## config.mk

```make
export PLATFORM = sky130hd
export DESIGN_NAME = rbgs_div
export DESIGN_NICKNAME = d
export VERILOG_FILES = /design/src/hdl/rbgs_pkg.sv /design/src/hdl/rbgs_div.sv
export SDC_FILE = /design/constraint.sdc
export NUM_CORES = 1
export LEC_CHECK = 0
export BUFFER_PORTS_ARGS = -buffer_cell sky130_fd_sc_hd__buf_2
export CORE_MARGIN = 1.5
export CORE_UTILIZATION = 33
export DETAILED_ROUTE_END_ITERATION = 10
export PLACE_DENSITY = 0.6
export SLEW_MARGIN = 5
export SYNTH_ARGS = -nofsm -noshare
export SYNTH_HDL_FRONTEND = slang
export SYNTH_SLANG_ARGS = --single-unit
```

## constraint.sdc

```tcl
create_clock -name clk -period 6.1 [get_ports clk]
set_input_delay 0.305 -clock clk [delete_from_list [all_inputs] [get_ports clk]]
set_output_delay 0.305 -clock clk [all_outputs]
set_load 0.05 [all_outputs]
```

## src/hdl/rbgs_pkg.sv

```systemverilog
`timescale 1ns / 1ps
// ----------------------------------------------------------------------------
// rbgs_pkg: shared types and constants of the red-black pressure solver
// Command, status and register codes plus the payload structs of both channels.
// ----------------------------------------------------------------------------
package rbgs_pkg;

  localparam int MAX_DIMS  = 4;
  localparam int SIZE_W    = 13;   // dimension size field width
  localparam int COORD_W   = 13;   // coordinate along one dimension
  localparam int DIV_W     = 38;   // dividend width of the rounding divider
  localparam int CNT_W     = 4;    // neighbor count 0..8
  localparam int SUM_W     = 36;   // sum of up to eight pressures
  localparam int RES_W     = 39;   // residual width
  localparam int CHECK_PERIOD = 10;

  typedef enum logic [1:0] {
    CMD_LOAD  = 2'd0,
    CMD_SOLVE = 2'd1,
    CMD_READ  = 2'd2,
    CMD_NONE  = 2'd3
  } cmd_t;

  typedef enum logic [1:0] {
    ST_CONVERGED = 2'd0,
    ST_LIMIT     = 2'd1,
    ST_TOO_BIG   = 2'd2
  } status_t;

  typedef enum logic {
    KIND_READ  = 1'b0,
    KIND_SOLVE = 1'b1
  } kind_t;

  typedef enum logic [2:0] {
    REG_DIM_COUNT = 3'd0,
    REG_SIZE_0    = 3'd1,
    REG_SIZE_1    = 3'd2,
    REG_SIZE_2    = 3'd3,
    REG_SIZE_3    = 3'd4,
    REG_ITER_LIM  = 3'd5,
    REG_TOL       = 3'd6,
    REG_UNUSED    = 3'd7
  } reg_idx_t;

  typedef struct packed {
    logic [1:0]         command;
    logic [11:0]        cell_index;
    logic signed [31:0] rhs_value;
    logic signed [31:0] initial_pressure;
    logic               is_obstacle;
  } in_item_t;

  typedef struct packed {
    logic               result_kind;
    logic signed [31:0] pressure_value;
    logic [15:0]        iterations_run;
    logic [1:0]         solve_status;
  } out_item_t;

endpackage

```

## src/hdl/rbgs_div.sv

```systemverilog
`timescale 1ns / 1ps
// ----------------------------------------------------------------------------
// rbgs_div: bit-serial unsigned divider
// Restoring division of a wide magnitude by a neighbor count, one bit a cycle.
// ----------------------------------------------------------------------------
module rbgs_div
  import rbgs_pkg::*;
(
  input  logic               clk,
  input  logic               rst_n,
  input  logic               go,
  input  logic [DIV_W-1:0]   dividend,
  input  logic [CNT_W-1:0]   divisor,
  output logic               done,
  output logic [DIV_W-1:0]   quotient
);

  localparam int BW = $clog2(DIV_W + 1);

  logic [BW-1:0]    bits_r, bits_nxt;
  logic [DIV_W-1:0] num_r, num_nxt;
  logic [CNT_W-1:0] rem_r, rem_nxt;
  logic [CNT_W-1:0] den_r, den_nxt;
  logic             done_r, done_nxt;
  logic [CNT_W:0]   trial;

  // one quotient bit per cycle; quotient shifts into the dividend register
  always_comb begin
    bits_nxt = bits_r;
    num_nxt  = num_r;
    rem_nxt  = rem_r;
    den_nxt  = den_r;
    done_nxt = 1'b0;
    trial    = {rem_r, num_r[DIV_W-1]};
    if (go) begin
      bits_nxt = BW'(DIV_W);
      num_nxt  = dividend;
      rem_nxt  = '0;
      den_nxt  = divisor;
    end else if (bits_r != '0) begin
      if (trial >= {1'b0, den_r}) begin
        rem_nxt = CNT_W'(trial - {1'b0, den_r});
        num_nxt = {num_r[DIV_W-2:0], 1'b1};
      end else begin
        rem_nxt = trial[CNT_W-1:0];
        num_nxt = {num_r[DIV_W-2:0], 1'b0};
      end
      bits_nxt = bits_r - BW'(1);
      done_nxt = (bits_r == BW'(1));
    end
  end

  always_ff @(posedge clk) begin
    if (!rst_n) begin
      bits_r <= '0;
      done_r <= 1'b0;
    end else begin
      bits_r <= bits_nxt;
      done_r <= done_nxt;
    end
    num_r <= num_nxt;
    rem_r <= rem_nxt;
    den_r <= den_nxt;
  end

  assign done     = done_r;
  assign quotient = num_r;

endmodule

```

After elaboration in Yosys (flattened, before gate mapping) --
Cells that the tools add are included.
Storage, ports and cells: output and inout bits 39, input port bits 45, bits in registers 53, word-level logic and storage cells 22
Operators by class: bitwise gates (word level) 2, reduce and logical (&&, ||, !) cells 4, $add $sub $neg 2, equal/unequal tests 1, muxes and demuxes 6, order comparisons 1
Operators by type and width (number):
- 2-to-1 mux 38 bit | 2
- 2-to-1 mux 6 bit | 2
- == test 6 x 1 -> 1 bit, second input constant | 1
- nonzero test 6 bit | 1
- subtractor 6 x 1 -> 6 bit, second input constant | 1
- greater-or-equal comparator 5 x 4 -> 1 bit | 1
- 2-to-1 mux 4 bit | 1
- subtractor 4 bit | 1
- OR reduction 3 bit | 1
- NOT 1 bit | 2
- nonzero test 2 bit | 1
- OR reduction 2 bit | 1
- 2-to-1 mux 1 bit | 1

Logic depth before layout (Yosys ltp) --
Gate-level depths: netlist (run 1).
depth after elaboration 4, mapped depth 6, gate-level depth less buffers 6

Least setup slack after synthesis (run 1) --
Ideal clock, no wire load.
kind reg-to-reg, from reg bits_r[0], to reg num_r[0] (netlist: quotient[0]), enable pin, slack 3.964 ns, data arrival time 1.740 ns, cell stages (with the launch flop) 6, buffers on the path 1, library setup time 0.397 ns, required time 5.703 ns, cells stage by stage dfxtp_1 inv_1 ha_1 and2_1 buf_4 nand2_1
On the way: cells in the longest elaborated chain, start to end 2
Ends and longest elaborated chain:
- from (decl) | RTL line rbgs_div.sv:20 | logic [BW-1:0] bits_r, bits_nxt;
- from (signal assigned) | RTL line rbgs_div.sv:58 | bits_r <= bits_nxt;
- nonzero test 6 bit | RTL line rbgs_div.sv:40 | end else if (bits_r != '0) begin
- nonzero test 2 bit (no source line)
- to (signal assigned) | RTL line rbgs_div.sv:61 | num_r <= num_nxt;
- to (decl) | RTL line rbgs_div.sv:21 | logic [DIV_W-1:0] num_r, num_nxt;
No other way between the ends. A chain may end at the register's enable or synchronous reset.

Worst setup path in the final report (run 1) --
from reg bits_r[5], to reg num_r[0] (netlist: quotient[0]), enable pin
The elaborated chain is that of the path after synthesis.

==> results of run 1 <==
[path summary, 6_finish.rpt]
kind,from,to,slack [ns]
max,bits_r[5]$_SDFFE_PN0P_,quotient[0]$_DFFE_PP_,4.02
min,divisor[0],den_r[0]$_DFFE_PP_,0.18
max reg2reg,bits_r[5]$_SDFFE_PN0P_,quotient[0]$_DFFE_PP_,4.02
min reg2reg,rem_r[3]$_SDFFE_PP0N_,rem_r[3]$_SDFFE_PP0N_,0.52
[registers in the layout, indices dropped and copies added (netlist names)]
register  flops
done          1
rem_r         4
quotient     38
den_r         4
bits_r        6
[through the flow]
step | utilization (%) | power (mW)
after global routing | 42.14 | 1.197
after global placement | 40.94 | 0.9463
after detailed placement | 40.94 | 0.9483
after CTS | 42.14 | 1.148
after floorplan | - | 0.8497
final | 42.14 | 1.132
[cells in the final DEF, fill, tap and decap left out, types with 3 or more instances in the layout]
cell type	instances
buf_2	83
clkbuf_8	5
dfxtp_1	11
edfxtp_1	42
ha_1	7
inv_1	9
mux2_2	37
nand2_1	5
nand3_1	3
nor2_1	10
o21a_1	3
[cell type report]
type,count,area [um2]
fillers,698,4151
flip-flops and latches,53,1481
multi-input cells,99,875.8
repair buffers,84,422.9
well taps,99,123.9
clock buffers,6,72.57
inverters,9,33.78
clock inverters,2,13.76
[Yosys cell counts (2+ instances only)]
cell       n  area [um2]
nand3_1    3       15.01
o311a_1    2       20.02
dfxtp_1   11       220.2
and2_1     2       12.51
ha_1       7       87.58
xnor2_1    2       17.52
inv_1      9       33.78
nand2_1    6       22.52
mux2_2    37       416.7
nor2_1    10       37.54
nand4_1    2       12.51
o21a_1     3       22.52
edfxtp_1  42        1261
buf_2      4       20.02
o31a_1     2       17.52
a21oi_1    2       10.01
xor2_1     2       17.52
nor3_1     2       10.01
[worst max-delay path, stage by stage, from the launching register on]
cell and delay (ns):
dfxtp_1 0.34, nor4_2 0.33, and2_1 0.35, nand2_2 0.58
[where the power goes]
part           switching (mW)  internal, mW
clock                   0.112        0.0820
sequential             0.0399         0.472
combinational           0.288         0.138
[logic make-up (layout without fill, tap and decap cells)]
logic type,after synthesis,count (layout),share of synthesized area (%)
xor gates and xnor gates,4,4,1.448
and+or+nand+nor,32,32,6.877
DFF,53,53,61.22
AOI/OAI and AO/OA,17,17,5.688
buffers and inverters,15,101,2.689
muxes,38,38,17.63
adders and majority gates,8,8,4.447
[per-layer routing]
| layer | up-vias | global-route usage [%] |
|---|---|---|
| met4 | 0 | 5.966 |
| li1 | 796 | - |
| met5 | - | 0 |
| met3 | 8 | 2.799 |
| met1 | 726 | 15.15 |
| met2 | 55 | 18.60 |
==> results.py, run 1 <==
metrics = {
    "floorplanning": {
        "fp.dieH_um": 88.63,
        "core_um2": 7176,
        "row_count": 31,
        "ios": 84,
        "die_area_um2": 7855,
        "start_util_pct": 33.72,
        "fp.dieW_um": 88.63,
    },
    "grt": {
        "grt_first_pass_wirelength_um": 6955,
        "antenna_found_initial": 0,
        "overflow": 0,
        "track_usage_pct": 11.78,
        "grt_start_max_net_pins": 51,
        "grt_pass1_vias": 1472,
    },
    "detailed_routing": {
        "drt-met1-wl_um": 2077,
        "wl_um": 4561,
        "drc": 0,
        "firstDrtPassIters": 4,
        "topRoutingLayerUsed": "met4",
        "postRouteAntennaNets": 0,
        "route.met2.wl_um": 2102,
        "drt_iter0_markers": 76,
        "routed-wl-met3_um": 291,
        "vias": 1585,
        "viasPerCell": 4.503,
        "wl_per_cell_um": 12.96,
    },
    "timing": {
        "setup_tns_ns": 0,
        "slew_violations": 0,
        "period_minus_slack_ns": 2.076,
        "setup-violations-final": 0,
        "timing.final.crit_share_pct": 34.04,
        "max_freq_mhz": 481.6,
        "hold_viol_final": 0,
        "fin_hold_ws_ns": 0.1799,
        "worstMarginPinSlew_ns": 0.9032,
        "rsz0062_at_grt": "false",
        "relSlewSlack_pct": 39.57,
        "finalClockSkew_ns": 0.003910,
        "setup_ws_ns": 4.024,
    },
    "critical_path": {
        "cp_data_required_time_ns": 5.95,
        "cp.arrival_ns": 1.93,
        "startpoint_type": "register",
        "endpoint_kind": "register",
        "crit_type": "reg -> reg",
        "cp_max_fo": 39,
        "r2r_cells": 3,
    },
    "placed_design": {
        "dp_cells": 344,
        "place_area_um2": 2938,
        "io_buffers": 83,
        "pre_cts_ws_ns": 3.760,
        "hpwl_um": 3267,
        "gp_congestion": 0.7496,
    },
    "final_layout": {
        "fin_cells": 352,
        "stdcell_area_um2": 3024,
        "diodes": 0,
        "drive_above_1_share_pct": 52.17,
        "area_growth_pct": 24.97,
        "nets": 305,
    },
    "cts": {
        "ctsResizeCount": 0,
        "root_buffer": "clkbuf_8",
        "clock_path_buffers": 2,
        "clock_latency_ns": 0.30,
        "hold_buffers": 0,
        "clock-sinks": 53,
        "htree_levels": 2,
        "cts.clk_slew.worst_paths_ns": 0.09,
        "cts_tree": "yes",
        "numCtsBuffers": 5,
        "post_cts_buffers": 0,
    },
    "synth": {
        "ys_ff_latch": 53,
        "seq_area_frac_synth_pct": 61.22,
        "async_flop_share_pct": 0,
        "synth_edf_count": 42,
        "syn-num-nets": 220,
        "synthFlopType": "edfxtp_1",
        "synth.distinct_cells": 37,
        "yosys_warnings": 0,
        "syn_avg_cell_area_um2": 14.49,
        "netlist_instances": 167,
        "mappedNetlistArea_um2": 2420,
    },
    "min_path": {
        "hold_path.class": "in -> reg",
        "holdPathStages": 1,
    },
    "job": {
        "maxCapViolCount": 0,
    },
    "status": {
        "status": "finished clean",
    },
    "power": {
        "ir_drop_mv": 0.1259,
        "p_per_area_nw_per_um2": 374.2,
        "p_leak_nw": 1.273,
    },
}
(Power assumes the default switching activity.)
==> run 2: changes to the inputs <==
PLACE_DENSITY = 0.62   (was 0.6)
clock period = 1.73 ns   (was 6.1 ns; I/O delays follow)
==> results.py, run 2 (synthesis gave the netlist of run 1 again) <==
metrics = {
    "floorplanning": {
        "core_um2": 7176,
        "ios": 84,
        "row_count": 31,
        "fp.dieH_um": 88.63,
        "fp.dieW_um": 88.63,
        "die_area_um2": 7855,
        "start_util_pct": 33.72,
    },
    "power": {
        "p_int_mw": 2.499,
        "switchingPower_mw": 1.566,
        "clkPwrFrac_pct": 17.3,
        "p_per_area_nw_per_um2": 1301,
        "pwr-share-comb_pct": 38.6,
        "p_leak_nw": 1.319,
        "p_sw_share_pct": 38.52,
        "seqPwrFrac_pct": 44.1,
        "ir_drop_mv": 0.5364,
    },
    "critical_path": {
        "crit_family": "compound AO/OA/AOI/OAI gates",
        "reg2reg_slack_ns": 0.11,
        "cp.arrival_ns": 1.81,
        "startpoint_type": "register",
        "worst-path-buf-inv": 1,
        "max_stage_delay_ns": 0.33,
        "critPathSlowestCell": "edfxtp_1",
        "crit_type": "reg -> reg",
        "critical_path.cell_chain": "inv_1 > ha_1 > o21a_1 > a21bo_2 > a21oi_1 > o311a_1",
        "cp_data_required_time_ns": 1.92,
        "endpoint_kind": "register",
        "cp_max_fo": 4,
    },
    "timing": {
        "finalClockSkew_ns": 0.004121,
        "slew_violations": 0,
        "hold_viol_final": 0,
        "relSlewSlack_pct": 77.55,
        "setup-violations-final": 0,
        "timing.final.crit_share_pct": 93.55,
        "rsz0062_at_grt": "false",
        "max_freq_mhz": 617.9,
        "fin_hold_ws_ns": 0.05502,
        "worstMarginPinSlew_ns": 0.3367,
        "period_minus_slack_ns": 1.618,
    },
    "final_layout": {
        "final_common_cell": "buf_2",
        "fin_cells": 358,
        "fillers": 678,
        "largest_reg_flops": 38,
        "multi_input_area_um2": 889.6,
        "seqCellArea_um2": 1481,
        "final_cell_mix": "buf_2, edfxtp_1, mux2_2",
        "diodes": 0,
        "area_growth_pct": 29.06,
        "drive_above_1_share_pct": 52.90,
        "nets": 311,
    },
    "grt": {
        "antenna_found_initial": 0,
        "grt_start_max_net_pins": 40,
        "track_usage_pct": 12.52,
        "overflow": 0,
        "grt_pass1_vias": 1533,
        "grt_first_pass_wirelength_um": 7472,
    },
    "cts": {
        "post_cts_buffers": 0,
        "cts_tree": "yes",
        "clock_latency_ns": 0.30,
        "ctsResizeCount": 0,
        "root_buffer": "clkbuf_8",
        "htree_levels": 2,
        "cts.clk_slew.worst_paths_ns": 0.09,
        "numCtsBuffers": 5,
        "clock_path_buffers": 2,
        "clock-sinks": 53,
    },
    "detailed_routing": {
        "drt_iter0_markers": 76,
        "drc": 0,
        "postRouteAntennaNets": 0,
        "firstDrtPassIters": 4,
        "wl_um": 4872,
        "wl_per_cell_um": 13.61,
        "viasPerCell": 4.620,
        "vias": 1654,
    },
    "job": {
        "maxCapViolCount": 0,
    },
    "placed_design": {
        "io_buffers": 83,
        "gp_congestion": 0.8540,
        "dp_cells": 346,
        "hpwl_um": 3469,
    },
    "min_path": {
        "hold_path.class": "in -> reg",
    },
    "status": {
        "status": "finished clean",
    },
}
==> run 2: area by class of cell <==
class | count | share of cell area (%)
inverters | 9 | 1.082
well taps | 99 | 3.966
repair buffers | 90 | 16.11
clock buffers | 6 | 2.644
flip-flops and latches | 53 | 47.44
multi-input cells | 99 | 28.49
clock inverters | 2 | 0.2804
==> run 2: power groups by stage <==
stage | registers (mW) | logic (mW) | clock network, mW
after global placement | 1.82 | 1.55 | 0
after global routing | 1.83 | 1.68 | 0.774
after CTS | 1.80 | 1.58 | 0.735
after detailed placement | 1.82 | 1.57 | 0
final | 1.79 | 1.57 | 0.702
after floorplan | 2.39 | 0.623 | 0
==> run 2: worst reg2reg max path, delay by kind of cell, from the launching register on <==
family / cells / cell delay (ns)
compound gates: 4 / 0.82
flops: 1 / 0.33
fa+ha+maj: 1 / 0.32
buf+inv: 1 / 0.04
==> run 2: worst paths after layout <==
kind | startpoint | to | depth (start not counted)
worst max-delay path | den_r[2]$_DFFE_PP_ | rem_r[0]$_SDFFE_PP0N_ | 6
worst min-delay path | rst_n | bits_r[1]$_SDFFE_PN0P_ | 2
worst max register to register | den_r[2]$_DFFE_PP_ | rem_r[0]$_SDFFE_PP0N_ | 6
worst min register to register | rem_r[3]$_SDFFE_PP0N_ | rem_r[3]$_SDFFE_PP0N_ | 1
==> run 2: metal layers <==
layer  global-route usage, %  wire, um
met1                   15.98      2089
met2                   19.83      2362
met3                   4.291       341
met4                   4.403        78
met5                       0         0
==> run 2: per-stage QoR <==
step	utilization, %	worst slack [ns]	setup TNS (ns)	area [um2]	power (mW)
2_1_floorplan	-	-0.05725	-0.08312	2436	3.015
3_3_place_gp	41.69	0.1565	0	2992	3.374
3_5_place_dp	41.69	0.1190	0	2992	3.385
4_1_cts	43.52	0.1065	0	3123	4.109
5_1_grt	43.52	0.02766	0	3123	4.284
6_report	43.52	0.1115	0	3123	4.064
==> run 2: what timing repair did <==
item | CTS | global route
hold endpoints to repair | 4 | 0
endpoints found under the setup margin | 0 | 0
hold buffers | 4 | 0
==> run 3: changes to the inputs <==
PLACE_DENSITY = 0.69   (was 0.62)
==> results.py, run 3 (synthesis gave the netlist of run 1 again) <==
metrics = {
    "min_path": {
        "hold_path.class": "in -> reg",
    },
    "critical_path": {
        "max_stage_delay_ns": 0.37,
        "startpoint_type": "register",
        "endpoint_kind": "register",
        "crit_type": "reg -> reg",
        "worst-path-buf-inv": 1,
        "crit_family": "simple AND/OR/NAND/NOR gates",
        "cp.arrival_ns": 1.67,
        "critical_path.cell_chain": "nor4_2 > and2_1 > nand2_4 > buf_12",
        "critPathSlowestCell": "dfxtp_1",
        "cp_data_required_time_ns": 1.79,
        "cp_max_fo": 29,
    },
    "detailed_routing": {
        "wl_um": 4842,
        "vias": 1632,
        "viasPerCell": 4.546,
        "drc": 0,
        "firstDrtPassIters": 4,
        "wl_per_cell_um": 13.49,
        "drt_iter0_markers": 82,
        "postRouteAntennaNets": 0,
    },
    "placed_design": {
        "dp_cells": 347,
        "gp_congestion": 0.8579,
        "hpwl_um": 3454,
        "io_buffers": 83,
    },
    "grt": {
        "overflow": 0,
        "track_usage_pct": 12.28,
        "antenna_found_initial": 0,
        "grt_pass1_vias": 1535,
        "grt_first_pass_wirelength_um": 7307,
        "grt_start_max_net_pins": 30,
    },
    "power": {
        "p_int_mw": 2.468,
        "pwr-share-comb_pct": 38.6,
        "p_per_area_nw_per_um2": 1298,
        "p_sw_share_pct": 38.93,
        "p_leak_nw": 1.315,
        "ir_drop_mv": 0.4945,
        "seqPwrFrac_pct": 44.4,
        "power.total_mw": 4.042,
        "switchingPower_mw": 1.573,
        "clkPwrFrac_pct": 17.0,
    },
    "cts": {
        "clock_path_buffers": 2,
        "htree_levels": 2,
        "cts.clk_slew.worst_paths_ns": 0.10,
        "ctsResizeCount": 0,
        "clock-sinks": 53,
        "numCtsBuffers": 5,
        "clock_latency_ns": 0.30,
        "cts_tree": "yes",
        "post_cts_buffers": 0,
        "root_buffer": "clkbuf_8",
    },
    "timing": {
        "fin_hold_ws_ns": 0.05160,
        "max_freq_mhz": 620.3,
        "period_minus_slack_ns": 1.612,
        "worstMarginPinSlew_ns": 0.3154,
        "hold_viol_final": 0,
        "setup-violations-final": 0,
        "finalClockSkew_ns": 0.007342,
        "slew_violations": 0,
        "timing.final.crit_share_pct": 93.18,
        "rsz0062_at_grt": "false",
        "relSlewSlack_pct": 78.80,
    },
    "floorplanning": {
        "die_area_um2": 7855,
        "start_util_pct": 33.72,
        "ios": 84,
        "fp.dieW_um": 88.63,
        "core_um2": 7176,
        "row_count": 31,
        "fp.dieH_um": 88.63,
    },
    "final_layout": {
        "final_common_cell": "buf_2",
        "largest_reg_flops": 38,
        "nets": 312,
        "final_cell_mix": "buf_2, edfxtp_1, mux2_2",
        "area_growth_pct": 28.65,
        "diodes": 0,
        "drive_above_1_share_pct": 53.08,
        "fin_util_pct": 43.38,
        "fin_cells": 359,
    },
    "job": {
        "maxCapViolCount": 0,
    },
    "status": {
        "status": "finished clean",
    },
}
[run 3: changes by cell type in the layout (fill, tap and decap cells not counted), sizes merged]
cell and delta:
buf +1, clkinv -1, inv +1
[run 3: through the flow]
stage | setup slack [ns] | setup TNS, ns | area (um2)
final | 0.1179 | 0 | 3113
after detailed placement | 0.1289 | 0 | 2987
after global routing | 0.03447 | 0 | 3113
after global placement | 0.1661 | 0 | 2987
after floorplan | -0.05725 | -0.08312 | 2436
after CTS | 0.1046 | 0 | 3113
[run 3: repair_timing]
item,CTS,global route
hold endpoints to repair,4,0
hold buffers,4,0
endpoints found under the setup margin,0,0
[run 3: layer usage]
layer / global-route usage, % / routed length (um) / vias up
met4: 3.409 / 49 / 0
met2: 19.77 / 2322 / 49
met5: 0 / 0 / -
li1: - / - / 813
met1: 16.45 / 2232 / 764
met3: 3.172 / 237 / 6
[run 3: power by group through the flow]
| stage | registers, mW | logic (mW) | clock network (mW) |
|---|---|---|---|
| after floorplan | 2.39 | 0.623 | 0 |
| after global placement | 1.82 | 1.54 | 0 |
| after detailed placement | 1.82 | 1.55 | 0 |
| after CTS | 1.80 | 1.56 | 0.724 |
| after global routing | 1.83 | 1.66 | 0.759 |
| final | 1.79 | 1.56 | 0.688 |
[run 3: area by class of cell]
| cell class | instances | area, um2 |
|---|---|---|
| Clock buffer | 6 | 72.57 |
| Tap cell | 99 | 123.9 |
| Sequential cell | 53 | 1481 |
| Fill cell | 682 | 4063 |
| Multi-Input combinational cell | 99 | 889.6 |
| Inverter | 9 | 33.78 |
| Clock inverter | 2 | 13.76 |
| Timing Repair Buffer | 91 | 498.0 |
[run 3: final timing paths]
path         cells after the start  slack (ns)                      to              startpoint
max                              4        0.12  quotient[10]$_DFFE_PP_  bits_r[4]$_SDFFE_PP0N_
min                              2        0.05  bits_r[1]$_SDFFE_PN0P_                   rst_n
max reg2reg                      4        0.12  quotient[10]$_DFFE_PP_  bits_r[4]$_SDFFE_PP0N_
min reg2reg                      1        0.51   rem_r[3]$_SDFFE_PP0N_   rem_r[3]$_SDFFE_PP0N_
